<file path="src/sv/blc_pkg.sv">
// shared types and constants for the led blink code controller
// no dependencies
package blc_pkg;

  localparam int unsigned DurW   = 16;
  localparam int unsigned CountW = 8;
  localparam int unsigned CfgIdxW = 2;

  localparam logic [DurW-1:0]   PhaseMax = 16'hFFFF;
  localparam logic [CountW-1:0] CountMax = 8'hFF;
  localparam logic [CountW-1:0] TaskMin  = 8'd2;
  localparam logic [CountW-1:0] TaskMax  = 8'd6;

  localparam logic [DurW-1:0] CodeOnRst    = 16'd200;
  localparam logic [DurW-1:0] CodeOffRst   = 16'd400;
  localparam logic [DurW-1:0] FinishRst    = 16'd500;
  localparam logic [DurW-1:0] FaultRst     = 16'd100;

  typedef enum logic [2:0] {
    MODE_OFF      = 3'd0,
    MODE_RUNNING  = 3'd1,
    MODE_CODE     = 3'd2,
    MODE_FINISHED = 3'd3,
    MODE_FAULT    = 3'd4
  } mode_e;

  typedef enum logic [1:0] {
    OP_TICK     = 2'd0,
    OP_SET_MODE = 2'd1,
    OP_SHOW     = 2'd2,
    OP_NONE     = 2'd3
  } op_e;

  typedef enum logic [CfgIdxW-1:0] {
    CFG_CODE_ON  = 2'd0,
    CFG_CODE_OFF = 2'd1,
    CFG_FINISHED = 2'd2,
    CFG_FAULT    = 2'd3
  } cfg_idx_e;

  typedef struct packed {
    logic [DurW-1:0] code_on_ms;
    logic [DurW-1:0] code_off_ms;
    logic [DurW-1:0] finished_toggle_ms;
    logic [DurW-1:0] fault_toggle_ms;
  } cfg_t;

  typedef struct packed {
    logic [2:0]        restore_mode;
    logic [CountW-1:0] task_number;
    logic [2:0]        mode_request;
    logic [1:0]        op;
  } item_t;

  typedef struct packed {
    logic [2:0] mode_now;
    logic       led_on;
  } res_t;

endpackage

</file>
<file path="src/sv/blc_cfg_regs.sv">
// configuration register bank for the led blink code controller
// depends on blc_pkg
module blc_cfg_regs (
  input  logic                          clk_i,
  input  logic                          rst_ni,
  input  logic                          cfg_we_i,
  input  logic [blc_pkg::CfgIdxW-1:0]   cfg_idx_i,
  input  logic [blc_pkg::DurW-1:0]      cfg_data_i,
  output blc_pkg::cfg_t                 cfg_o
);
  import blc_pkg::*;

  cfg_t cfg_q, cfg_d;

  always_comb begin
    cfg_d = cfg_q;
    if (cfg_we_i) begin
      unique case (cfg_idx_e'(cfg_idx_i))
        CFG_CODE_ON:  cfg_d.code_on_ms         = cfg_data_i;
        CFG_CODE_OFF: cfg_d.code_off_ms        = cfg_data_i;
        CFG_FINISHED: cfg_d.finished_toggle_ms = cfg_data_i;
        CFG_FAULT:    cfg_d.fault_toggle_ms    = cfg_data_i;
        default:      cfg_d = cfg_q;
      endcase
    end
  end

  always_ff @(posedge clk_i or negedge rst_ni) begin
    if (!rst_ni) begin
      cfg_q.code_on_ms         <= CodeOnRst;
      cfg_q.code_off_ms        <= CodeOffRst;
      cfg_q.finished_toggle_ms <= FinishRst;
      cfg_q.fault_toggle_ms    <= FaultRst;
    end else begin
      cfg_q <= cfg_d;
    end
  end

  assign cfg_o = cfg_q;

endmodule

</file>
<file path="src/sv/blc_core.sv">
// mode and phase state with single-pass next-state logic
// depends on blc_pkg
module blc_core (
  input  logic           clk_i,
  input  logic           rst_ni,
  input  logic           item_fire_i,
  input  blc_pkg::item_t item_i,
  input  blc_pkg::cfg_t  cfg_i,
  output blc_pkg::res_t  next_o,
  output blc_pkg::res_t  cur_o
);
  import blc_pkg::*;

  mode_e             mode_q, mode_d;
  mode_e             restore_q, restore_d;
  logic [CountW-1:0] target_q, target_d;
  logic [CountW-1:0] done_q, done_d;
  logic              on_q, on_d;
  logic [DurW-1:0]   phase_q, phase_d;
  logic              led_q, led_d;

  logic [DurW-1:0]   phase_inc;
  logic [CountW-1:0] done_inc;
  logic [DurW-1:0]   interval;
  mode_e             req_mode;
  mode_e             rest_mode;

  assign phase_inc = (phase_q == PhaseMax) ? phase_q : phase_q + 16'd1;
  assign done_inc  = (done_q == CountMax) ? done_q : done_q + 8'd1;
  assign req_mode  = (item_i.mode_request > 3'(MODE_FAULT)) ? MODE_FAULT
                                                             : mode_e'(item_i.mode_request);
  assign rest_mode = (item_i.restore_mode > 3'(MODE_FAULT) ||
                      item_i.restore_mode == 3'(MODE_CODE)) ? MODE_OFF
                                                            : mode_e'(item_i.restore_mode);

  always_comb begin
    unique case (mode_q)
      MODE_CODE:     interval = on_q ? cfg_i.code_on_ms : cfg_i.code_off_ms;
      MODE_FINISHED: interval = cfg_i.finished_toggle_ms;
      default:       interval = cfg_i.fault_toggle_ms;
    endcase
  end

  always_comb begin
    mode_d    = mode_q;
    restore_d = restore_q;
    target_d  = target_q;
    done_d    = done_q;
    on_d      = on_q;
    phase_d   = phase_q;
    led_d     = led_q;
    unique case (op_e'(item_i.op))
      OP_TICK: begin
        unique case (mode_q)
          MODE_CODE: begin
            if (phase_inc < interval) begin
              phase_d = phase_inc;
            end else begin
              phase_d = '0;
              if (on_q) begin
                on_d   = 1'b0;
                led_d  = 1'b0;
                done_d = done_inc;
                if (done_inc >= target_q) begin
                  // code finished, start the restore mode
                  mode_d = restore_q;
                  on_d   = (restore_q == MODE_FINISHED) || (restore_q == MODE_FAULT);
                  led_d  = (restore_q != MODE_OFF) && (restore_q != MODE_CODE);
                end
              end else begin
                on_d  = 1'b1;
                led_d = 1'b1;
              end
            end
          end
          MODE_FINISHED, MODE_FAULT: begin
            if (phase_inc >= interval) begin
              phase_d = '0;
              on_d    = ~on_q;
              led_d   = ~on_q;
            end else begin
              phase_d = phase_inc;
            end
          end
          default: begin
          end
        endcase
      end
      OP_SET_MODE: begin
        target_d  = '0;
        done_d    = '0;
        restore_d = MODE_OFF;
        mode_d    = req_mode;
        phase_d   = '0;
        on_d      = (req_mode == MODE_FINISHED) || (req_mode == MODE_FAULT);
        led_d     = (req_mode != MODE_OFF) && (req_mode != MODE_CODE);
      end
      OP_SHOW: begin
        phase_d = '0;
        done_d  = '0;
        on_d    = 1'b1;
        led_d   = 1'b1;
        if (item_i.task_number < TaskMin || item_i.task_number > TaskMax) begin
          // bad task number acts as set mode fault
          target_d  = '0;
          restore_d = MODE_OFF;
          mode_d    = MODE_FAULT;
        end else begin
          target_d  = item_i.task_number;
          restore_d = rest_mode;
          mode_d    = MODE_CODE;
        end
      end
      default: begin
      end
    endcase
  end

  always_ff @(posedge clk_i or negedge rst_ni) begin
    if (!rst_ni) begin
      mode_q    <= MODE_OFF;
      restore_q <= MODE_OFF;
      target_q  <= '0;
      done_q    <= '0;
      on_q      <= 1'b0;
      phase_q   <= '0;
      led_q     <= 1'b0;
    end else if (item_fire_i) begin
      mode_q    <= mode_d;
      restore_q <= restore_d;
      target_q  <= target_d;
      done_q    <= done_d;
      on_q      <= on_d;
      phase_q   <= phase_d;
      led_q     <= led_d;
    end
  end

  assign next_o.mode_now = mode_d;
  assign next_o.led_on   = led_d;
  assign cur_o.mode_now  = mode_q;
  assign cur_o.led_on    = led_q;

endmodule

</file>
<file path="src/sv/blc_out_reg.sv">
// result register between the update logic and the output stream
// depends on blc_pkg
module blc_out_reg (
  input  logic          clk_i,
  input  logic          rst_ni,
  input  logic          load_i,
  input  blc_pkg::res_t res_i,
  input  logic          take_i,
  output logic          free_o,
  output logic          valid_o,
  output blc_pkg::res_t res_o
);
  import blc_pkg::*;

  logic valid_q, valid_d;
  res_t res_q;

  assign free_o  = !valid_q || take_i;
  assign valid_d = load_i || (valid_q && !take_i);

  always_ff @(posedge clk_i or negedge rst_ni) begin
    if (!rst_ni) begin
      valid_q <= 1'b0;
    end else begin
      valid_q <= valid_d;
    end
  end

  always_ff @(posedge clk_i) begin
    if (load_i) begin
      res_q <= res_i;
    end
  end

  assign valid_o = valid_q;
  assign res_o   = res_q;

endmodule

</file>
<file path="src/sv/led_blink_code_controller_core.sv">
// led blink code controller, top level
// depends on blc_pkg, blc_cfg_regs, blc_core, blc_out_reg
//
// usage:
//   s_axis carries one command per transfer: a 1 ms tick, a set-mode request
//   or a show-task request. m_axis returns one result per command: the led
//   level and the mode after that command.
//   cfg_we_i / cfg_idx_i / cfg_data_i write the four duration registers
//   (code on, code off, finished toggle, fault toggle); write only when idle.
// timing:
//   one command per cycle while m_axis takes results; the result is on m_axis
//   in the cycle after its transfer. the update of the small counters is one
//   pass of logic between the state registers, so throughput is one item per clock.
// reset:
//   mode off, led dark, counters cleared, durations 200/400/500/100 ms,
//   no result pending.
// stall:
//   a single result register holds the pending result; s_axis_tready is
//   high while it is empty or being taken, so a stalled receiver stops
//   input after one result without losing anything.
module led_blink_code_controller_core (
  input  logic                        clk_i,
  input  logic                        rst_ni,
  input  logic                        s_axis_tvalid,
  output logic                        s_axis_tready,
  // op[1:0], mode_request[4:2], task_number[12:5], restore_mode[15:13]
  input  logic [15:0]                 s_axis_tdata,
  output logic                        m_axis_tvalid,
  input  logic                        m_axis_tready,
  // led_on[0], mode_now[3:1], zero fill[7:4]
  output logic [7:0]                  m_axis_tdata,
  input  logic                        cfg_we_i,
  input  logic [blc_pkg::CfgIdxW-1:0] cfg_idx_i,
  input  logic [blc_pkg::DurW-1:0]    cfg_data_i
);
  import blc_pkg::*;

  cfg_t  cfg;
  item_t item;
  res_t  next_res;
  res_t  cur_res;
  res_t  out_res;
  logic  in_fire;
  logic  free;

  assign item    = item_t'(s_axis_tdata);
  assign in_fire = s_axis_tvalid && free;
  assign s_axis_tready = free;

  blc_cfg_regs u_cfg (
    .clk_i      (clk_i),
    .rst_ni     (rst_ni),
    .cfg_we_i   (cfg_we_i),
    .cfg_idx_i  (cfg_idx_i),
    .cfg_data_i (cfg_data_i),
    .cfg_o      (cfg)
  );

  blc_core u_core (
    .clk_i       (clk_i),
    .rst_ni      (rst_ni),
    .item_fire_i (in_fire),
    .item_i      (item),
    .cfg_i       (cfg),
    .next_o      (next_res),
    .cur_o       (cur_res)
  );

  blc_out_reg u_out (
    .clk_i   (clk_i),
    .rst_ni  (rst_ni),
    .load_i  (in_fire),
    .res_i   (next_res),
    .take_i  (m_axis_tready),
    .free_o  (free),
    .valid_o (m_axis_tvalid),
    .res_o   (out_res)
  );

  assign m_axis_tdata = {4'b0000, out_res.mode_now, out_res.led_on};

`ifndef SYNTHESIS
  a_result_follows: assert property (@(posedge clk_i) disable iff (!rst_ni)
    in_fire |=> m_axis_tvalid)
    else $error("accepted command produced no result");

  a_result_is_state: assert property (@(posedge clk_i) disable iff (!rst_ni)
    in_fire |=> (out_res == cur_res))
    else $error("result differs from updated state");

  a_running_lit: assert property (@(posedge clk_i) disable iff (!rst_ni)
    (cur_res.mode_now == MODE_RUNNING) |-> cur_res.led_on)
    else $error("running mode with led dark");

  a_off_dark: assert property (@(posedge clk_i) disable iff (!rst_ni)
    (cur_res.mode_now == MODE_OFF) |-> !cur_res.led_on)
    else $error("off mode with led lit");
`endif

endmodule
</file>
<file path="config.mk">
export PLATFORM = sky130hd
export DESIGN_NAME = led_blink_code_controller_core
export DESIGN_NICKNAME = d
export VERILOG_FILES = /design/src/sv/blc_pkg.sv /design/src/sv/blc_cfg_regs.sv /design/src/sv/blc_core.sv /design/src/sv/blc_out_reg.sv /design/src/sv/led_blink_code_controller_core.sv
export SDC_FILE = /design/constraint.sdc
export NUM_CORES = 1
export LEC_CHECK = 0
export ABC_CLOCK_PERIOD_IN_PS = 8440
export BUFFER_PORTS_ARGS = -buffer_cell sky130_fd_sc_hd__buf_2
export CAP_MARGIN = 20
export CORE_MARGIN = 1
export CORE_UTILIZATION = 51
export CTS_BUF_LIST = sky130_fd_sc_hd__clkbuf_8
export DETAILED_ROUTE_END_ITERATION = 12
export PLACE_DENSITY_LB_ADDON = 0.1
export SLEW_MARGIN = 30
export SYNTH_ARGS = -nofsm -noshare
export SYNTH_HDL_FRONTEND = slang
export SYNTH_HIERARCHICAL = 1
export SYNTH_SLANG_ARGS = --single-unit
</file>
<file path="constraint.sdc">
create_clock -name clk_i -period 8.44 [get_ports clk_i]
set_input_delay 0.844 -clock clk_i [delete_from_list [all_inputs] [get_ports clk_i]]
set_output_delay 0.844 -clock clk_i [all_outputs]
set_load 0.01 [all_outputs]
</file>
==> reports/results.ini, run 1 <==
[status]
status=complete, no violations

[worst_setup_path]
worstSetupStartpointType=register
r2r_slack_ns=3.85
reg2reg_depth=13
r2r_end=u_core/phase_q[8]
cp_slowest_cell=nor2_2
worst-path-stages=13
critPathKind=reg2reg
path_max_fanout=21
cp-startpoint=u_core/phase_q[6]
reg2reg_from=u_core/phase_q[6]
critPathMaxStageDelay_ns=0.67
crit_path_frequent_cell=and3_1
cp_num_buf_inv=0
worstPathRequired_ns=8.75
cp-end-kind=register
path_cells=and3_1 > nand4_1 > or3_1 > and3_1 > xor2_1 > ha_1 > a21oi_1 > nor2_1 > or4_1 > or3_4 > nor2_2 > o21ai_0 > a31oi_1
critPathArrivalTime_ns=4.89
path_delay_family=simple AND/OR/NAND/NOR gates

[cts]
path_clk_slew_ns=0.10
ctsHoldBuffers=0
cts.sinks=109
postCtsSetupBuffers=0
cts_root_buf=clkbuf_8
cts_max_path_buffers=2
htreeDepth=3
cts_tree=done
cts-buffers-inserted=9
cts_resized=0
clk-insertion-delay-late_ns=0.39

[global_routing]
grt_max_degree=76
groute.usage.overall_pct=23.2
grt_pass1_vias=4681
grt_pass1_wl_um=23000
antenna_found_initial=0
grt.overflow.total=0

[timing]
fin_crit_ns=4.59
fin_worst_skew_ns=0.0142
holdWs_ns=0.366
grt_setup_unrepaired=false
hold_viol=0
finalSetupTns_ns=0
slew_viol_final=0
finalWorstSetupSlack_ns=3.85
setup_violations=0
slew_headroom_pct=37.6
tightest_slew_ns=0.935
fmax_mhz=218
finalCritPeriodShare_pct=54.4

[final_layout]
utilization_pct=56.4
n_fill_cell=1032
drive_gt1_share_pct=24.4
diodes=0
stdcell_count=798
areaGrowthSynthToFinish_pct=7.94
fin_nets=715
final_cell_area_um2=6750

[logic_synthesis]
postSynthCellCount=618
synthesis.area_um2=6250
yosysWarnings=6
synth.avg_cell_area_um2=10.1

[route]
wl_per_cell_um=17.0
first_iter_violations=297
drc=0
finalWirelength_um=13600
ant_nets=0
viasPerCell=5.80
vias=4627
dr.pass1.iters=5

[placement]
dp.final_hpwl_um=9590
dp_cells=782
dp_slack_ns=3.92
routabilityCongestion=0.873
placedInstanceArea_um2=6520
port_buffers=44

[power_and_ir_drop]
clkPwrFrac_pct=25.8
vdd_ir_drop_max_uv=153
p_seq_share_pct=48.4
p_comb_share_pct=25.8
power.density_nw_per_um2=205
intPower_mw=0.963
p_leak_nw=3.03
total_power_mw=1.38
power_switching_mw=0.418
p_sw_share_pct=30.3

[floorplanning]
dieWidth_um=113
die_h_um=113
initial_core_util_pct=52.3
core_um2=12000
die_area_um2=12700
row_count=40
pin_count=49

[worst_hold_path]
hold_path.class=in2async

[job]
drv_cap=0

-- flip-flops by register name, indices dropped and copies added, names as in the netlist --
signal            flops
u_core/led_q          1
u_core/on_q           1
u_out/res_o           4
u_core/target_q       8
u_core/mode_q         3
u_cfg/cfg_o          64
u_core/restore_q      3
u_out/valid_o         1
u_core/phase_q       16
u_core/done_q         8
-- layer usage --
| metal | track usage (%) | routed length (um) | vias to the layer above |
|---|---|---|---|
| met1 | 30.0 | 6330 | 2218 |
| met4 | 9.24 | 238 | 0 |
| met2 | 39.4 | 6510 | 120 |
| li1 | - | - | 2273 |
| met5 | 0 | 0 | - |
| met3 | 3.27 | 525 | 16 |
-- power by group through the flow --
| stage | registers (mW) | logic, mW | clock network, mW |
|---|---|---|---|
| global route | 0.680 | 0.405 | 0.386 |
| global placement | 0.673 | 0.346 | 0 |
| finish | 0.669 | 0.356 | 0.357 |
| floorplan | 0.662 | 0.273 | 0 |
| CTS | 0.669 | 0.360 | 0.368 |
| detailed placement | 0.678 | 0.359 | 0 |
-- placed cells by master, fill, tap and decap left out, types with 6 or more instances in the layout --
| cell type | n |
|---|---|
| a31oi_1 | 15 |
| mux2_2 | 69 |
| dfrtp_1 | 90 |
| nand2b_1 | 6 |
| nor2_1 | 60 |
| xnor2_1 | 6 |
| ha_1 | 30 |
| and2_1 | 8 |
| a21oi_1 | 57 |
| mux2i_1 | 16 |
| buf_2 | 43 |
| inv_1 | 17 |
| nand2_1 | 47 |
| o21ai_0 | 30 |
| xor2_1 | 8 |
| dfstp_2 | 15 |
| clkbuf_8 | 11 |
| nor3_1 | 8 |
| and3_1 | 7 |
| nand3_1 | 16 |
| nor2b_1 | 6 |
-- layout make-up --
class                   count  area (um^2)  area share, %
multi-input cells         463         3260           48.3
inverters                  15         56.3          0.834
clock buffers              11          151           2.24
clock inverters             5         73.8           1.09
well taps                 147          184           2.72
flip-flops and latches    109         2770           41.0
repair buffers             48          256           3.80
-- worst max-delay path by stage --
stage | end | slack (ns)
2_1_floorplan | u_out/res_o[0] | 4.57
3_3_place_gp | u_core/phase_q[10] | 3.72
3_5_place_dp | u_core/phase_q[8] | 3.92
4_1_cts | u_core/phase_q[8] | 3.90
5_1_grt | u_core/phase_q[8] | 3.54
6_report | u_core/phase_q[8] | 3.85
Power figures use the tool's default switching activity.
==> run 2, diff against run 1 <==
--- a/config.mk
+++ b/config.mk
@@ -5,7 +5,7 @@
 export SDC_FILE = /design/constraint.sdc
 export NUM_CORES = 1
 export LEC_CHECK = 0
-export ABC_CLOCK_PERIOD_IN_PS = 8440
+export ABC_CLOCK_PERIOD_IN_PS = 4200
 export BUFFER_PORTS_ARGS = -buffer_cell sky130_fd_sc_hd__buf_2
 export CAP_MARGIN = 20
 export CORE_MARGIN = 1
==> constraint.sdc (replaced) <==
create_clock -name clk_i -period 4.2 [get_ports clk_i]
set_input_delay 0.42 -clock clk_i [delete_from_list [all_inputs] [get_ports clk_i]]
set_output_delay 0.42 -clock clk_i [all_outputs]
set_load 0.01 [all_outputs]
==> run 2 against run 1 <==
First-iteration DRC count fell by 2.7%. Critical path depth is 1 higher. Clock power up 88%. Cell count is 2.5% higher. Die area stayed put. Highest routed layer unchanged. Worst hold slack got worse by 0.32 ns. Global-route usage shrank 0.16 points.
==> reports/results.ini, run 2 (same netlist as run 1, synthesis figures left out) <==
[worst_setup_path]
r2r_slack_ns=0.13
critPathArrivalTime_ns=4.33
path_max_fanout=9
path_cells=and2_1 > nand4_1 > or3_4 > and3_1 > xor2_1 > ha_1 > a21oi_1 > nor2_1 > or4_1 > or3_4 > buf_4 > or3_1 > nand4_1 > o221a_2
worstPathRequired_ns=4.46
path_delay_family=simple AND/OR/NAND/NOR gates
critPathKind=reg2reg
reg2reg_from=u_core/phase_q[11]
reg2reg_depth=14
r2r_end=u_out/res_o[0]
critPathMaxStageDelay_ns=0.51
worstSetupStartpointType=register
cp_num_buf_inv=1
cp_slowest_cell=or4_1
cp-end-kind=register

[final_layout]
utilization_pct=58.0
seqCellArea_um2=2770
multi_input_area_um2=3290
final_cell_mix=88 x dfrtp_1, 69 x mux2_2, 60 x nor2_1
fin_nets=735
n_fill_cell=1060
diodes=0
drive_gt1_share_pct=28.2
largest_reg_flops=64
areaGrowthSynthToFinish_pct=10.9
final_common_cell=dfrtp_1

[floorplanning]
core_um2=12000
die_h_um=113
initial_core_util_pct=52.3
pin_count=49
dieWidth_um=113
die_area_um2=12700
row_count=40

[timing]
finalSetupTns_ns=0
setup_violations=0
fin_crit_ns=4.07
tightest_slew_ns=0.918
slew_viol_final=0
holdWs_ns=0.0498
fmax_mhz=246
fin_worst_skew_ns=0.0124
slew_headroom_pct=38.8
hold_viol=0
finalCritPeriodShare_pct=96.9

[power_and_ir_drop]
p_seq_share_pct=48.9
p_leak_nw=3.12
vdd_ir_drop_max_uv=315
power.density_nw_per_um2=400
p_sw_share_pct=31.9
p_comb_share_pct=26.9
intPower_mw=1.89
clkPwrFrac_pct=24.1
power_switching_mw=0.887

[global_routing]
grt_pass1_wl_um=22900
grt.overflow.total=0
grt_pass1_vias=4706
antenna_found_initial=0
groute.usage.overall_pct=23.0
grt_max_degree=82

[cts]
cts-buffers-inserted=9
cts_max_path_buffers=2
cts_tree=done
ctsHoldBuffers=0
clk-insertion-delay-late_ns=0.39
path_clk_slew_ns=0.11
cts.sinks=109
cts_root_buf=clkbuf_8
htreeDepth=3

[worst_hold_path]
hold_path.class=in2async

[placement]
routabilityCongestion=0.884
dp.final_hpwl_um=9760
port_buffers=44

[route]
wl_per_cell_um=16.6
dr.pass1.iters=5
first_iter_violations=289
finalWirelength_um=13600
vias=4767
viasPerCell=5.83
ant_nets=0
drc=0

[status]
status=complete, no violations

[job]
drv_cap=0

==> run 2: cell type report <==
type	instances	share of cell area (%)
inverter	15	0.812
timing repair buffer	68	6.22
clock buffer	9	1.79
tap	147	2.65
sequential	109	39.9
multi-input combinational	463	47.5
clock inverter	7	1.15
==> run 2: per-stage QoR <==
step | power, mW | worst slack (ns) | cells | cell area [um^2]
2_1_floorplan | 1.88 | 0.331 | 621 | 6260
3_5_place_dp | 2.12 | 0.112 | 794 | 6630
4_1_cts | 2.80 | 0.0731 | 810 | 6840
3_3_place_gp | 2.08 | 0.166 | 794 | 6630
6_report | 2.78 | 0.128 | 818 | 6940
5_1_grt | 2.96 | -0.00998 | 818 | 6940
==> run 2: how the worst max path moves through the flow <==
stage | start | endpoint | slack, ns | cells past startpoint
after floorplan | u_core/phase_q[6] | u_out/res_o[0] | 0.33 | 17
after global placement | u_core/phase_q[7] | u_out/res_o[1] | 0.17 | 13
after detailed placement | u_core/phase_q[7] | u_out/res_o[1] | 0.11 | 13
after CTS | u_core/phase_q[7] | u_out/res_o[1] | 0.07 | 13
after global routing | u_core/phase_q[12] | u_out/res_o[0] | -0.01 | 14
final | u_core/phase_q[11] | u_out/res_o[0] | 0.13 | 14
==> run 2: what timing repair did <==
action                                 4_1_cts  5_1_grt
buffers inserted                             0        8
endpoints found under the hold margin        0        0
setup endpoints to repair                    0       23
resized for setup                            0        9
==> run 2: power by group through the flow <==
stage          clock [mW]  sequential (mW)  combinational, mW
6_report            0.670             1.36              0.748
5_1_grt             0.732             1.38              0.840
4_1_cts             0.697             1.36              0.743
3_5_place_dp            0             1.38              0.741
3_3_place_gp            0             1.37              0.715
2_1_floorplan           0             1.33              0.549
==> run 2: metal layers <==
layer	vias to the layer above	GRT usage, %	wire (um)
met5	-	0	0
met4	0	6.84	108
met3	7	4.61	480
met2	102	38.2	6470
met1	2335	30.6	6530
li1	2323	-	-
==> run 3, diff against run 2 <==
--- a/config.mk
+++ b/config.mk
@@ -12,7 +12,9 @@
 export CORE_UTILIZATION = 51
 export CTS_BUF_LIST = sky130_fd_sc_hd__clkbuf_8
 export DETAILED_ROUTE_END_ITERATION = 12
+export GPL_ROUTABILITY_DRIVEN = 0
 export PLACE_DENSITY_LB_ADDON = 0.1
+export SETUP_SLACK_MARGIN = 0.3
 export SLEW_MARGIN = 30
 export SYNTH_ARGS = -nofsm -noshare
 export SYNTH_HDL_FRONTEND = slang
==> run 3 against run 2 <==
Cell count grew 0.86%. Critical endpoint is now u_core/mode_q[0]. Total power fell by 1.3%. Largest cell class unchanged. Sequential power about the same. Register-to-register slack better by 0.13 ns. Final area up 1.7%. Maximum frequency is 3.3% higher. Core utilization rose by 0.99 points. First-iteration DRC count increased by 3.5%. Worst setup slack improved by 0.13 ns. Non-clock buffer count up 7.
==> reports/results.ini, run 3 (same netlist as run 1, synthesis figures left out) <==
[status]
status=complete, no violations

[floorplanning]
die_area_um2=12700
pin_count=49
row_count=40
dieWidth_um=113
initial_core_util_pct=52.3
die_h_um=113
core_um2=12000

[cts]
cts_max_path_buffers=2
ctsHoldBuffers=0
cts_root_buf=clkbuf_8
cts.sinks=109
cts_tree=done
htreeDepth=3
clk-insertion-delay-late_ns=0.39
cts-buffers-inserted=9
path_clk_slew_ns=0.11

[worst_setup_path]
critPathMaxStageDelay_ns=0.50
reg2reg_from=u_core/phase_q[8]
critPathArrivalTime_ns=4.17
r2r_end=u_core/mode_q[0]
cp_slowest_cell=or4_4
worstSetupStartpointType=register
worstPathRequired_ns=4.43
critPathKind=reg2reg
path_max_fanout=6
reg2reg_depth=16
r2r_slack_ns=0.26
cp_num_buf_inv=2
cp-end-kind=register
crit_path_frequent_cell=buf_4
path_delay_family=simple AND/OR/NAND/NOR gates
path_cells=and3_4 > nand4_1 > or3_4 > buf_4 > and2_1 > nand2_1 > xnor2_1 > ha_1 > nand3_1 > or4_4 > a21oi_2 > buf_4 > o31ai_4 > nor2_1 > a311oi_1 > a211oi_1

[final_layout]
areaGrowthSynthToFinish_pct=12.8
n_fill_cell=1034
diodes=0
final_common_cell=dfrtp_1
fin_nets=742
largest_reg_flops=64
final_cell_mix=90 x dfrtp_1, 69 x mux2_2, 58 x nor2_1
drive_gt1_share_pct=30.5

[timing]
slew_headroom_pct=39.5
fin_worst_skew_ns=0.00962
hold_viol=0
grt_setup_unrepaired=true
finalWorstSetupSlack_ns=0.259
fin_crit_ns=3.94
slew_viol_final=0
finalSetupTns_ns=0
fmax_mhz=254
finalCritPeriodShare_pct=93.8
tightest_slew_ns=0.906
setup_violations=0

[placement]
dp.final_hpwl_um=9410
dp_slack_ns=0.0766
port_buffers=44

[route]
vias=4786
wl_per_cell_um=16.8
dr.pass1.iters=7
ant_nets=0
first_iter_violations=299
viasPerCell=5.80
drc=0
finalWirelength_um=13800

[global_routing]
grt.overflow.total=0
groute.usage.overall_pct=22.9
grt_pass1_vias=4730
grt_max_degree=77
antenna_found_initial=0
grt_pass1_wl_um=22900

[job]
drv_cap=0

[power_and_ir_drop]
p_leak_nw=3.15
vdd_ir_drop_max_uv=270
power.density_nw_per_um2=389

[worst_hold_path]
hold_path.class=in2async

==> run 3: cell count changes in the layout (fill, tap and decap cells not counted), sizes merged <==
cell / change
clkbuf: +1
buf: +7
bufinv: -1
inv: -1
clkinv: +1
==> run 3: worst max path at each step <==
stage	startpoint	endpoint	slack, ns	depth (start not counted)
floorplan	u_core/phase_q[6]	u_out/res_o[0]	0.33	17
global placement	u_core/phase_q[0]	u_out/res_o[1]	0.20	13
detailed placement	u_core/phase_q[0]	u_out/res_o[1]	0.08	13
CTS	u_core/phase_q[8]	u_out/res_o[0]	0.31	14
global route	u_core/phase_q[8]	u_core/led_q	0.13	15
finish	u_core/phase_q[8]	u_core/mode_q[0]	0.26	16
==> run 3: what timing repair did <==
action	4_1_cts	5_1_grt
gates resized for setup	8	19
pin swaps	2	5
setup buffers	12	5
setup endpoints to repair	25	31
==> run 3: final cells by class <==
class,instances,area (um^2),share of cell area [%]
inverters,15,56.3,0.798
repair buffers,75,488,6.92
flip-flops and latches,109,2770,39.2
clock inverters,6,46.3,0.656
well taps,147,184,2.61
clock buffers,10,138,1.95
multi-input cells,463,3380,47.9
==> run 3: power by group <==
group / internal, mW / total (mW) / switching, mW / leakage, nW
Clock: 0.238 / 0.616 / 0.379 / 0.100
Sequential: 1.23 / 1.33 / 0.0997 / 1.33
Combinational: 0.381 / 0.794 / 0.413 / 1.72
Total: 1.85 / 2.74 / 0.891 / 3.15
==> run 3: worst reg2reg max path, stage by stage (launching register included) <==
cell,delay [ns]
dfrtp_1,0.42
and3_4,0.23
nand4_1,0.17
or3_4,0.45
buf_4,0.15
and2_1,0.14
nand2_1,0.10
xnor2_1,0.10
ha_1,0.32
nand3_1,0.09
or4_4,0.50
a21oi_2,0.14
buf_4,0.13
o31ai_4,0.06
nor2_1,0.18
a311oi_1,0.14
a211oi_1,0.45
==> run 3: routing by layer <==
metal	vias up	global-route usage, %	part of all wire, %
met4	0	6.84	1.8
met5	-	0	0
met3	29	5.52	4.2
met2	109	37.3	47
li1	2333	-	-
met1	2315	30.4	47
==> run 3: per-stage QoR <==
step / power [mW] / instance area (um^2) / util [%] / instances / hold slack, ns
floorplan: 1.88 / 6260 / - / 621 / 0.124
detailed placement: 2.11 / 6620 / 55.3 / 792 / 0.490
global placement: 2.08 / 6620 / 55.3 / 792 / 0.470
global route: 2.92 / 7060 / 59.0 / 825 / 0.0880
finish: 2.74 / 7060 / 59.0 / 825 / 0.0410
CTS: 2.75 / 6930 / 57.9 / 820 / 0.215
